**src/rtl/id3fx_pkg.sv**
```systemverilog
`timescale 1ns / 1ps
// ----------------------------------------------------------------------------
// id3fx_pkg
// Shared types and constants of the ID3v2 tag frame extractor.
// ----------------------------------------------------------------------------
package id3fx_pkg;

    typedef logic [7:0]  t_byte;
    typedef logic [1:0]  t_kind;
    typedef logic [31:0] t_id;
    typedef logic [27:0] t_size;
    typedef logic [28:0] t_pos;
    typedef logic [3:0]  t_count;
    typedef logic [2:0]  t_phase;
    typedef logic [0:0]  t_cfg_index;
    typedef logic [31:0] t_cfg_data;

    // Result kinds.
    localparam t_kind KIND_BODY      = 2'd0;
    localparam t_kind KIND_NO_MARKER = 2'd1;
    localparam t_kind KIND_NOT_FOUND = 2'd2;

    // Configuration register indexes.
    localparam t_cfg_index REG_MODE   = 1'd0;
    localparam t_cfg_index REG_TARGET = 1'd1;

    // Parser phases.
    localparam t_phase PH_MARKER = 3'd0;
    localparam t_phase PH_SKIP   = 3'd1;
    localparam t_phase PH_TSIZE  = 3'd2;
    localparam t_phase PH_FID    = 3'd3;
    localparam t_phase PH_FSIZE  = 3'd4;
    localparam t_phase PH_FLAGS  = 3'd5;
    localparam t_phase PH_BODY   = 3'd6;

    // Marker characters, text frame prefix and body replacement.
    localparam t_byte CHAR_I     = 8'h49;
    localparam t_byte CHAR_D     = 8'h44;
    localparam t_byte CHAR_3     = 8'h33;
    localparam t_byte CHAR_T     = 8'h54;
    localparam t_byte CHAR_SPACE = 8'h20;

    localparam t_pos   POS_MAX     = 29'h1FFF_FFFF;
    localparam t_pos   HEADER_LEN  = 29'd10;
    localparam t_count MARKER_LEN  = 4'd3;
    localparam t_count SKIP_LEN    = 4'd3;
    localparam t_count SIZE_LEN    = 4'd4;
    localparam t_count ID_LEN      = 4'd4;
    localparam t_count FLAGS_LEN   = 4'd2;

endpackage

```
**src/rtl/id3fx_if.sv**
```systemverilog
`timescale 1ns / 1ps
// ----------------------------------------------------------------------------
// id3fx_byte_if, id3fx_res_if, id3fx_cfg_if
// Valid/ready channels of the extractor: file bytes, results, register writes.
// ----------------------------------------------------------------------------
interface id3fx_byte_if;
    import id3fx_pkg::*;
    logic  valid;
    logic  ready;
    t_byte data_byte;
    logic  start_of_file;

    modport source (output valid, output data_byte, output start_of_file, input ready);
    modport sink   (input valid, input data_byte, input start_of_file, output ready);
endinterface

interface id3fx_res_if;
    import id3fx_pkg::*;
    logic  valid;
    logic  ready;
    t_kind kind;
    t_id   frame_id;
    t_byte body_byte;
    logic  first_of_frame;
    logic  last_of_frame;

    modport source (output valid, output kind, output frame_id, output body_byte,
                    output first_of_frame, output last_of_frame, input ready);
    modport sink   (input valid, input kind, input frame_id, input body_byte,
                    input first_of_frame, input last_of_frame, output ready);
endinterface

interface id3fx_cfg_if;
    import id3fx_pkg::*;
    logic       valid;
    logic       ready;
    t_cfg_index index;
    t_cfg_data  data;

    modport source (output valid, output index, output data, input ready);
    modport sink   (input valid, input index, input data, output ready);
endinterface

```
**src/rtl/id3v2_frame_extractor.sv**
```systemverilog
`timescale 1ns / 1ps
// ----------------------------------------------------------------------------
// id3v2_frame_extractor
// Parses an ID3v2 tag one file byte per word and delivers frame body bytes.
// ----------------------------------------------------------------------------
//  Channel  Dir  Word contents
//  i_in     in   data_byte, start_of_file
//  o_out    out  kind, frame_id, body_byte, first_of_frame, last_of_frame
//  i_cfg    in   index (0 = mode, 1 = target_id), data
//
// Each accepted byte updates the parser state and loads any result it causes
// into the output register at the same clock edge, so one byte per cycle is
// sustained while the sink keeps reading. The parser takes a new byte whenever
// the output register is empty or being read in the same cycle; a stalled
// result blocks input only while it waits. Reset clears the parser and both
// registers, and the first byte after reset is parsed as the start of a file.
// Register writes are always accepted.
// ----------------------------------------------------------------------------
module id3v2_frame_extractor (
    input  logic         i_clk,
    input  logic         i_rst_n,
    id3fx_byte_if.sink   i_in,
    id3fx_res_if.source  o_out,
    id3fx_cfg_if.sink    i_cfg
);
    import id3fx_pkg::*;

    // Configuration registers.
    logic  r_mode;
    t_id   r_target;

    // Parser state.
    t_phase r_phase,       n_phase;
    t_count r_field_count, n_field_count;
    t_size  r_tag_size,    n_tag_size;
    t_pos   r_position,    n_position;
    t_id    r_current_id,  n_current_id;
    t_size  r_body_rem,    n_body_rem;
    logic   r_emitting,    n_emitting;
    logic   r_finished,    n_finished;

    // Output register.
    logic  r_out_valid;
    t_kind r_kind;
    t_id   r_frame_id;
    t_byte r_body_byte;
    logic  r_first;
    logic  r_last;

    // State after an optional restart, before this byte is parsed.
    t_phase c_phase;
    t_count c_field_count;
    t_size  c_tag_size;
    t_pos   c_position;
    t_id    c_current_id;
    t_size  c_body_rem;
    logic   c_emitting;
    logic   c_finished;

    // Result of this byte.
    logic  w_res_valid;
    t_kind w_res_kind;
    t_id   w_res_id;
    t_byte w_res_byte;
    logic  w_res_first;
    logic  w_res_last;

    logic   w_fire;
    t_count w_count_inc;
    t_byte  w_marker_char;
    t_byte  b;

    assign i_in.ready  = !r_out_valid || o_out.ready;
    assign w_fire      = i_in.valid && i_in.ready;
    assign i_cfg.ready = 1'b1;
    assign b           = i_in.data_byte;

    always_ff @(posedge i_clk) begin
        if (!i_rst_n) begin
            r_mode   <= 1'b0;
            r_target <= '0;
        end else if (i_cfg.valid) begin
            case (i_cfg.index)
                REG_MODE:   r_mode   <= i_cfg.data[0];
                REG_TARGET: r_target <= i_cfg.data;
                default:    r_mode   <= r_mode;
            endcase
        end
    end

    always_comb begin
        if (i_in.start_of_file) begin
            c_phase       = PH_MARKER;
            c_field_count = '0;
            c_tag_size    = '0;
            c_position    = '0;
            c_current_id  = '0;
            c_body_rem    = '0;
            c_emitting    = 1'b0;
            c_finished    = 1'b0;
        end else begin
            c_phase       = r_phase;
            c_field_count = r_field_count;
            c_tag_size    = r_tag_size;
            c_position    = r_position;
            c_current_id  = r_current_id;
            c_body_rem    = r_body_rem;
            c_emitting    = r_emitting;
            c_finished    = r_finished;
        end
    end

    always_comb begin
        case (c_field_count)
            4'd0:    w_marker_char = CHAR_I;
            4'd1:    w_marker_char = CHAR_D;
            default: w_marker_char = CHAR_3;
        endcase
    end

    // One parse step. A frame boundary checks the tag end; a frame end in get
    // mode after the wanted frame stops the parser without a result.
    always_comb begin
        logic at_boundary;
        logic is_frame_end;
        logic tag_over;

        n_phase       = c_phase;
        n_field_count = c_field_count;
        n_tag_size    = c_tag_size;
        n_position    = c_position;
        n_current_id  = c_current_id;
        n_body_rem    = c_body_rem;
        n_emitting    = c_emitting;
        n_finished    = c_finished;
        w_res_valid   = 1'b0;
        w_res_kind    = KIND_BODY;
        w_res_id      = '0;
        w_res_byte    = '0;
        w_res_first   = 1'b0;
        w_res_last    = 1'b0;
        at_boundary   = 1'b0;
        is_frame_end  = 1'b0;
        tag_over      = 1'b0;
        w_count_inc   = c_field_count + 4'd1;

        if (!c_finished) begin
            if (c_position != POS_MAX) begin
                n_position = c_position + 29'd1;
            end
            case (c_phase)
                PH_MARKER: begin
                    if (c_field_count >= MARKER_LEN || b != w_marker_char) begin
                        n_finished  = 1'b1;
                        w_res_valid = 1'b1;
                        w_res_kind  = KIND_NO_MARKER;
                    end else if (w_count_inc == MARKER_LEN) begin
                        n_phase       = PH_SKIP;
                        n_field_count = '0;
                    end else begin
                        n_field_count = w_count_inc;
                    end
                end
                PH_SKIP: begin
                    n_field_count = w_count_inc;
                    if (w_count_inc >= SKIP_LEN) begin
                        n_phase       = PH_TSIZE;
                        n_field_count = '0;
                        n_tag_size    = '0;
                    end
                end
                PH_TSIZE: begin
                    n_tag_size    = {c_tag_size[20:0], b[6:0]};
                    n_field_count = w_count_inc;
                    at_boundary   = (w_count_inc >= SIZE_LEN);
                end
                PH_FID: begin
                    n_current_id  = {c_current_id[23:0], b};
                    n_field_count = w_count_inc;
                    if (w_count_inc >= ID_LEN) begin
                        n_phase       = PH_FSIZE;
                        n_field_count = '0;
                        n_body_rem    = '0;
                    end
                end
                PH_FSIZE: begin
                    n_body_rem    = {c_body_rem[20:0], b[6:0]};
                    n_field_count = w_count_inc;
                    if (w_count_inc >= SIZE_LEN) begin
                        n_phase       = PH_FLAGS;
                        n_field_count = '0;
                    end
                end
                PH_FLAGS: begin
                    n_field_count = w_count_inc;
                    if (w_count_inc >= FLAGS_LEN) begin
                        if (r_mode) begin
                            n_emitting = (c_current_id == r_target);
                        end else begin
                            n_emitting = (c_current_id[31:24] == CHAR_T);
                        end
                        n_field_count = '0;
                        if (c_body_rem == '0) begin
                            is_frame_end = 1'b1;
                        end else begin
                            n_phase = PH_BODY;
                        end
                    end
                end
                default: begin
                    if (c_emitting) begin
                        w_res_valid = 1'b1;
                        w_res_kind  = KIND_BODY;
                        w_res_id    = c_current_id;
                        w_res_first = (c_field_count == '0);
                        w_res_last  = (c_body_rem <= 28'd1);
                        w_res_byte  = w_res_first ? CHAR_SPACE : b;
                    end
                    n_field_count = 4'd1;
                    if (c_body_rem != '0) begin
                        n_body_rem = c_body_rem - 28'd1;
                    end
                    is_frame_end = (n_body_rem == '0);
                end
            endcase

            if (is_frame_end) begin
                if (n_emitting && r_mode) begin
                    n_finished = 1'b1;
                end else begin
                    at_boundary = 1'b1;
                end
            end

            if (at_boundary) begin
                tag_over = (n_position >= ({1'b0, n_tag_size} + HEADER_LEN));
                if (tag_over) begin
                    n_finished = 1'b1;
                    if (r_mode) begin
                        w_res_valid = 1'b1;
                        w_res_kind  = KIND_NOT_FOUND;
                        w_res_id    = '0;
                        w_res_byte  = '0;
                        w_res_first = 1'b0;
                        w_res_last  = 1'b0;
                    end
                end else begin
                    n_phase       = PH_FID;
                    n_field_count = '0;
                    n_current_id  = '0;
                end
            end
        end
    end

    always_ff @(posedge i_clk) begin
        if (!i_rst_n) begin
            r_phase       <= PH_MARKER;
            r_field_count <= '0;
            r_tag_size    <= '0;
            r_position    <= '0;
            r_current_id  <= '0;
            r_body_rem    <= '0;
            r_emitting    <= 1'b0;
            r_finished    <= 1'b0;
        end else if (w_fire) begin
            r_phase       <= n_phase;
            r_field_count <= n_field_count;
            r_tag_size    <= n_tag_size;
            r_position    <= n_position;
            r_current_id  <= n_current_id;
            r_body_rem    <= n_body_rem;
            r_emitting    <= n_emitting;
            r_finished    <= n_finished;
        end
    end

    // Output register: loaded by any accepted byte, drained by the sink.
    always_ff @(posedge i_clk) begin
        if (!i_rst_n) begin
            r_out_valid <= 1'b0;
        end else if (w_fire) begin
            r_out_valid <= w_res_valid;
        end else if (o_out.ready) begin
            r_out_valid <= 1'b0;
        end
    end

    always_ff @(posedge i_clk) begin
        if (w_fire && w_res_valid) begin
            r_kind      <= w_res_kind;
            r_frame_id  <= w_res_id;
            r_body_byte <= w_res_byte;
            r_first     <= w_res_first;
            r_last      <= w_res_last;
        end
    end

    assign o_out.valid          = r_out_valid;
    assign o_out.kind           = r_kind;
    assign o_out.frame_id       = r_frame_id;
    assign o_out.body_byte      = r_body_byte;
    assign o_out.first_of_frame = r_first;
    assign o_out.last_of_frame  = r_last;

    // A finished parser ignores bytes until a restart.
    a_idle_holds: assert property (@(posedge i_clk) disable iff (!i_rst_n)
        (w_fire && r_finished && !i_in.start_of_file) |=>
            (r_phase == $past(r_phase) && r_finished && r_out_valid == 1'b0))
        else $error("finished parser changed state or produced a result");

    // Inside a frame body the field counter only marks the first byte.
    a_body_count: assert property (@(posedge i_clk) disable iff (!i_rst_n)
        (r_phase == PH_BODY) |-> (r_field_count <= 4'd1))
        else $error("body field counter out of range");

    // A body byte is only delivered for a frame selected for output.
    a_body_selected: assert property (@(posedge i_clk) disable iff (!i_rst_n)
        (w_fire && w_res_valid && w_res_kind == KIND_BODY) |=> r_emitting)
        else $error("body byte delivered for a frame that is not selected");

    // An error result always stops the parser.
    a_error_stops: assert property (@(posedge i_clk) disable iff (!i_rst_n)
        (w_fire && w_res_valid && w_res_kind != KIND_BODY) |=> r_finished)
        else $error("error result without stopping the parser");

endmodule
```
**src/flat_wrapper.sv**
```systemverilog
// flat-port wrapper written by rule: the top's interface ports become plain ports
module id3v2_frame_extractor_flat import id3fx_pkg::*;
  (i_clk, i_rst_n, i_in_valid, i_in_data_byte, i_in_start_of_file, i_in_ready, o_out_valid, o_out_kind, o_out_frame_id, o_out_body_byte, o_out_first_of_frame, o_out_last_of_frame, o_out_ready, i_cfg_valid, i_cfg_index, i_cfg_data, i_cfg_ready);
  id3fx_byte_if i_in_i ();
  id3fx_res_if o_out_i ();
  id3fx_cfg_if i_cfg_i ();
  input  logic i_clk;
  input  logic i_rst_n;
  input wire logic [$bits(i_in_i.valid)-1:0] i_in_valid;
  input wire logic [$bits(i_in_i.data_byte)-1:0] i_in_data_byte;
  input wire logic [$bits(i_in_i.start_of_file)-1:0] i_in_start_of_file;
  output wire logic [$bits(i_in_i.ready)-1:0] i_in_ready;
  output wire logic [$bits(o_out_i.valid)-1:0] o_out_valid;
  output wire logic [$bits(o_out_i.kind)-1:0] o_out_kind;
  output wire logic [$bits(o_out_i.frame_id)-1:0] o_out_frame_id;
  output wire logic [$bits(o_out_i.body_byte)-1:0] o_out_body_byte;
  output wire logic [$bits(o_out_i.first_of_frame)-1:0] o_out_first_of_frame;
  output wire logic [$bits(o_out_i.last_of_frame)-1:0] o_out_last_of_frame;
  input wire logic [$bits(o_out_i.ready)-1:0] o_out_ready;
  input wire logic [$bits(i_cfg_i.valid)-1:0] i_cfg_valid;
  input wire logic [$bits(i_cfg_i.index)-1:0] i_cfg_index;
  input wire logic [$bits(i_cfg_i.data)-1:0] i_cfg_data;
  output wire logic [$bits(i_cfg_i.ready)-1:0] i_cfg_ready;
  assign i_in_i.valid = i_in_valid;
  assign i_in_i.data_byte = i_in_data_byte;
  assign i_in_i.start_of_file = i_in_start_of_file;
  assign i_in_ready = i_in_i.ready;
  assign o_out_valid = o_out_i.valid;
  assign o_out_kind = o_out_i.kind;
  assign o_out_frame_id = o_out_i.frame_id;
  assign o_out_body_byte = o_out_i.body_byte;
  assign o_out_first_of_frame = o_out_i.first_of_frame;
  assign o_out_last_of_frame = o_out_i.last_of_frame;
  assign o_out_i.ready = o_out_ready;
  assign i_cfg_i.valid = i_cfg_valid;
  assign i_cfg_i.index = i_cfg_index;
  assign i_cfg_i.data = i_cfg_data;
  assign i_cfg_ready = i_cfg_i.ready;
  id3v2_frame_extractor u_core (.i_clk(i_clk), .i_rst_n(i_rst_n), .i_in(i_in_i), .o_out(o_out_i), .i_cfg(i_cfg_i));
endmodule
```
**config.mk**
```make
export PLATFORM = sky130hd
export DESIGN_NAME = id3v2_frame_extractor_flat
export DESIGN_NICKNAME = d
export VERILOG_FILES = /design/src/rtl/id3fx_pkg.sv /design/src/rtl/id3fx_if.sv /design/src/rtl/id3v2_frame_extractor.sv /design/src/flat_wrapper.sv
export SDC_FILE = /design/constraint.sdc
export NUM_CORES = 1
export LEC_CHECK = 0
export BUFFER_PORTS_ARGS = -buffer_cell sky130_fd_sc_hd__clkbuf_2
export CELL_PAD_IN_SITES_DETAIL_PLACEMENT = 0
export CELL_PAD_IN_SITES_GLOBAL_PLACEMENT = 1
export CORE_ASPECT_RATIO = 1.5
export CORE_MARGIN = 5
export CORE_UTILIZATION = 38
export CTS_BUF_LIST = sky130_fd_sc_hd__clkbuf_2
export DETAILED_ROUTE_END_ITERATION = 12
export PLACE_DENSITY = 0.72
export SYNTH_ARGS = -nofsm -noshare
export SYNTH_HDL_FRONTEND = slang
export SYNTH_SLANG_ARGS = --single-unit
```
**constraint.sdc**
```tcl
create_clock -name i_clk -period 12.7 [get_ports i_clk]
set_input_delay 2.54 -clock i_clk [delete_from_list [all_inputs] [get_ports i_clk]]
set_output_delay 2.54 -clock i_clk [all_outputs]
set_load 0.05 [all_outputs]
```
==> summary.md <==
| Metric | Value |
|---|---|
| CTS Sinks | 204 |
| Maximum net fanout on the critical path | 68 |
| Number of global-route vias before repair | 11700 |
| Iteration-0 DRC Markers | 969 |
| Data arrival, critical path | approximately 11 ns |
| Number of pins with negative max-slew slack in the final report | 0 |
| CTS H-Tree Depth | 2 |
| Number of antenna violations at the first check in global routing | 1 |
| Warnings, synthesis | 0 |
| Class of the most critical setup path | primary input to flip-flop |
| Number of buffers and inverters on the critical path | 3 |
| Maximum number of pins on one net before global-route repair | 87 |
| Via Count | 12200 |
| Setup crit start | i_in_start_of_file |
| Cts hold-fix bufs | 0 |
| Count of cells resized by post-cts repair | 0 |
| Clock tree from TritonCTS | done |
| Period utilisation layout | 77.2% |
| Post-layout minimum cycle time | 9.80 ns |
| Synthesis-stage register bit count | 204 |
| Fraction of final layout cells with drive strength greater than 1 | 13.2% |
| HPWL after DPL | 30200 um |
| CTS clock-pin slew for the worst setup and hold paths | 0.10 ns |
| Met1 routing resource usage after global routing | 25.4% |
| Clock root buffer | clkbuf_2 |
| Overall die area | 37300 um^2 |
| Primary FF master, synth | dfxtp_1 |
| Number of maximum-capacitance constraint violations | 0 |
| Die boundary width | 159 um |
| Fraction of the core area covered by cells at the end of the flow | 41.4% |
| Worst setup SP type | primary input |
| Share of flip-flops with an asynchronous set or reset after synthesis | 0% |
| Measured slew at the worst slew-check pin | 1.23 ns |
| Setup Skew | 0.0836 ns |
| # IOs | 94 |
| Remaining routing DRC violations | 0 |
| Setup Viol. Count Final | 0 |
| Worst Hold Launch | u_core.r_target[13] |
| Final-stage net count | 1700 |
| Global-route layer with the greatest usage | met2 |
| Global routing usage on met3 | 3.76% |
| Final RePlAce weighted congestion | between 0.8 and 0.9 |
| Dominant delay contributor by cell family on the critical path | compound AO/OA/AOI/OAI gates |
| Post-Route Setup TNS | 0 ns |
| Count of input and output buffers | 92 |
| Leakage power total | 5.10 nW |
| Final global-route overflow total | 0 |
| Total wire length | 43000 um |
| Post-Synthesis Cells | 1582 |
| Achievable clock frequency | 102 MHz |
| Post-CTS Repair Setup Buffers | 0 |
| Insertion delay to the later sink of the worst-skew pair | 0.96 ns |
| Number of buffers created by CTS | 52 |
| Post-Synthesis Cell Area | 12700 um^2 |
| Die Ht | 234 um |
| Unrepaired setup endpoints after global routing | no |
| Maximum vdd drop | 0.0430 mV |
| Syn-to-layout area delta | 8.26% |
| Global-route wire length before repair | 66400 um |
| Startpoint of the lowest-slack register-to-register path | u_core.r_field_count[0] |
| Most common cell after layout, fill and taps aside | nor2_1 |
| Total power after layout | 1.49 mW |
| Number of unique standard cell types used by synthesis | 92 |
| CP peak stage delay | 1.02 ns |
| Routed vias/inst | 5.89 |
| Fill cell instance count of the final layout | ~3500 |
| Avg WL per Cell | 20.7 um |
| Class of the most critical hold timing path | flip-flop to flip-flop |
| Cell at the slowest stage of the critical path | and4_1 |
| Avg Synthesized Cell Area | 8.04 um^2 |
| EDFF count, synth | 44 |
| Highest-count cells in the layout ignoring fill and taps | nor2_1 (191), nand2_1 (177), dfxtp_1 (160) |
| Residual antenna-violating net count after detailed routing | 0 |
| Number of nets produced by synthesis | 1667 |
| Site row count | 82 |
| Share of synthesized area occupied by flip-flops and latches | 35.6% |
| Required time worst endpoint | 13.52 ns |
| Total routing resource utilization after global routing | 22.1% |
| Placeable Area | ~33000 um^2 |
| Buffers from clock root to sink, at most | 3 |
| Worst rel slew slack | 17.9% |
| Detailed-routing iteration count for the pre-antenna-repair pass | 5 |
| Endpoint class of the critical path | flip-flop |
| Met2 usage in global routing | 39.6% |
| Hold Vio Cnt, Final | 0 |
| Run status | finished clean |
| Pwr Density | between 100 and 150 nW/um^2 |
| Starting utilization of the core area | 38.3% |
==> through the flow <==
stage,cells,setup WS (ns),hold slack (ns),cell area (um^2)
CTS,2078,2.97,0.484,13800
detailed placement,1981,2.05,0.468,13200
finish,2079,2.90,0.485,13800
global placement,1981,2.34,0.464,13200
global route,2079,2.17,0.504,13800
floorplan,1582,2.51,0.445,12700
==> worst paths after layout <==
path         cells past startpoint  slack (ns)                       to
max                             26        2.90  u_core.r_current_id[29]
max reg2reg                     24        4.71  u_core.r_current_id[29]
min                              2        0.48      u_core.r_target[13]
min reg2reg                      2        0.48      u_core.r_target[13]
==> sequential cells by signal, indices dropped and copies added, names as in the netlist, 2 cells and up <==
register,cells
u_core.r_body_rem,28
u_core.o_out.body_byte,8
u_core.r_phase,3
u_core.o_out.kind,2
u_core.r_tag_size,28
u_core.r_field_count,4
u_core.r_position,29
u_core.o_out.frame_id,32
u_core.r_target,32
u_core.r_current_id,32
==> synth_stat cells, types with 9 or more instances <==
cell type,count,area share (%)
nor2_1,193,5.7
nand2_1,178,5.3
dfxtp_1,160,25
a21oi_1,107,4.2
clkbuf_1,87,2.6
a22oi_1,74,4.4
o21ai_0,72,2.8
and3_1,49,2.4
edfxtp_1,44,10
nor3_1,44,1.7
xnor2_1,39,2.7
a22o_1,38,2.6
ha_1,38,3.7
nand3_1,35,1.4
nor2b_1,31,1.5
a31oi_1,30,1.5
inv_1,28,0.83
xor2_1,23,1.6
nand2b_1,18,0.89
nor4_1,18,0.89
and2_1,14,0.69
buf_2,14,0.55
nand4_1,13,0.64
or3_1,13,0.64
a211oi_1,11,0.65
a221oi_1,11,0.76
o32ai_1,11,0.76
buf_1,10,0.30
or4_1,10,0.59
nor4bb_1,9,0.71
==> report_power, final <==
group,switching (mW),leakage (nW),internal [mW]
clock,0.298,0.383,0.210
combinational,0.190,2.99,0.0761
sequential,0.0249,1.73,0.685
==> cell families (layout without fill, tap and decap cells) <==
| family | after synthesis | in the layout | share of synthesized area [%] |
|---|---|---|---|
| buf+inv | 155 | 231 | 5.52 |
| fa+ha+maj | 38 | 38 | 3.74 |
| xor+xnor | 62 | 62 | 4.27 |
| flops | 204 | 204 | 35.6 |
| simple gates | 662 | 662 | 25.6 |
| mux | 6 | 6 | 0.492 |
| compound gates | 454 | 454 | 24.8 |
| other cells | 1 | 2 | 0.0295 |
==> cell type report <==
| class | count | area, um^2 | share of cell area (%) |
|---|---|---|---|
| antenna | 1 | 2.50 | 0.0182 |
| clock buffer | 66 | 330 | 2.40 |
| clock inverter | 31 | 210 | 1.53 |
| inverter | 30 | 114 | 0.827 |
| multi-input combinational | 1223 | 7510 | 54.5 |
| sequential | 204 | 4520 | 32.9 |
| tap | 420 | 526 | 3.82 |
| timing repair buffer | 104 | 553 | 4.02 |
==> layer usage <==
metal	up-vias	routed length (um)
li1	5937	-
met1	5752	16900
met2	442	21600
met3	108	2380
met4	0	2060
met5	-	0
==> worst reg2reg max path, delay by kind of cell, from the launching register on <==
family                   cells  cell delay [ns]
AO/OA/AOI/OAI               15             4.86
adder cells (fa/ha/maj)      3             0.73
buffers and inverters        1             0.14
AND/OR/NAND/NOR              5             1.73
flip-flops                   1             0.40
Note: power is estimated with default switching activity, not from simulation.
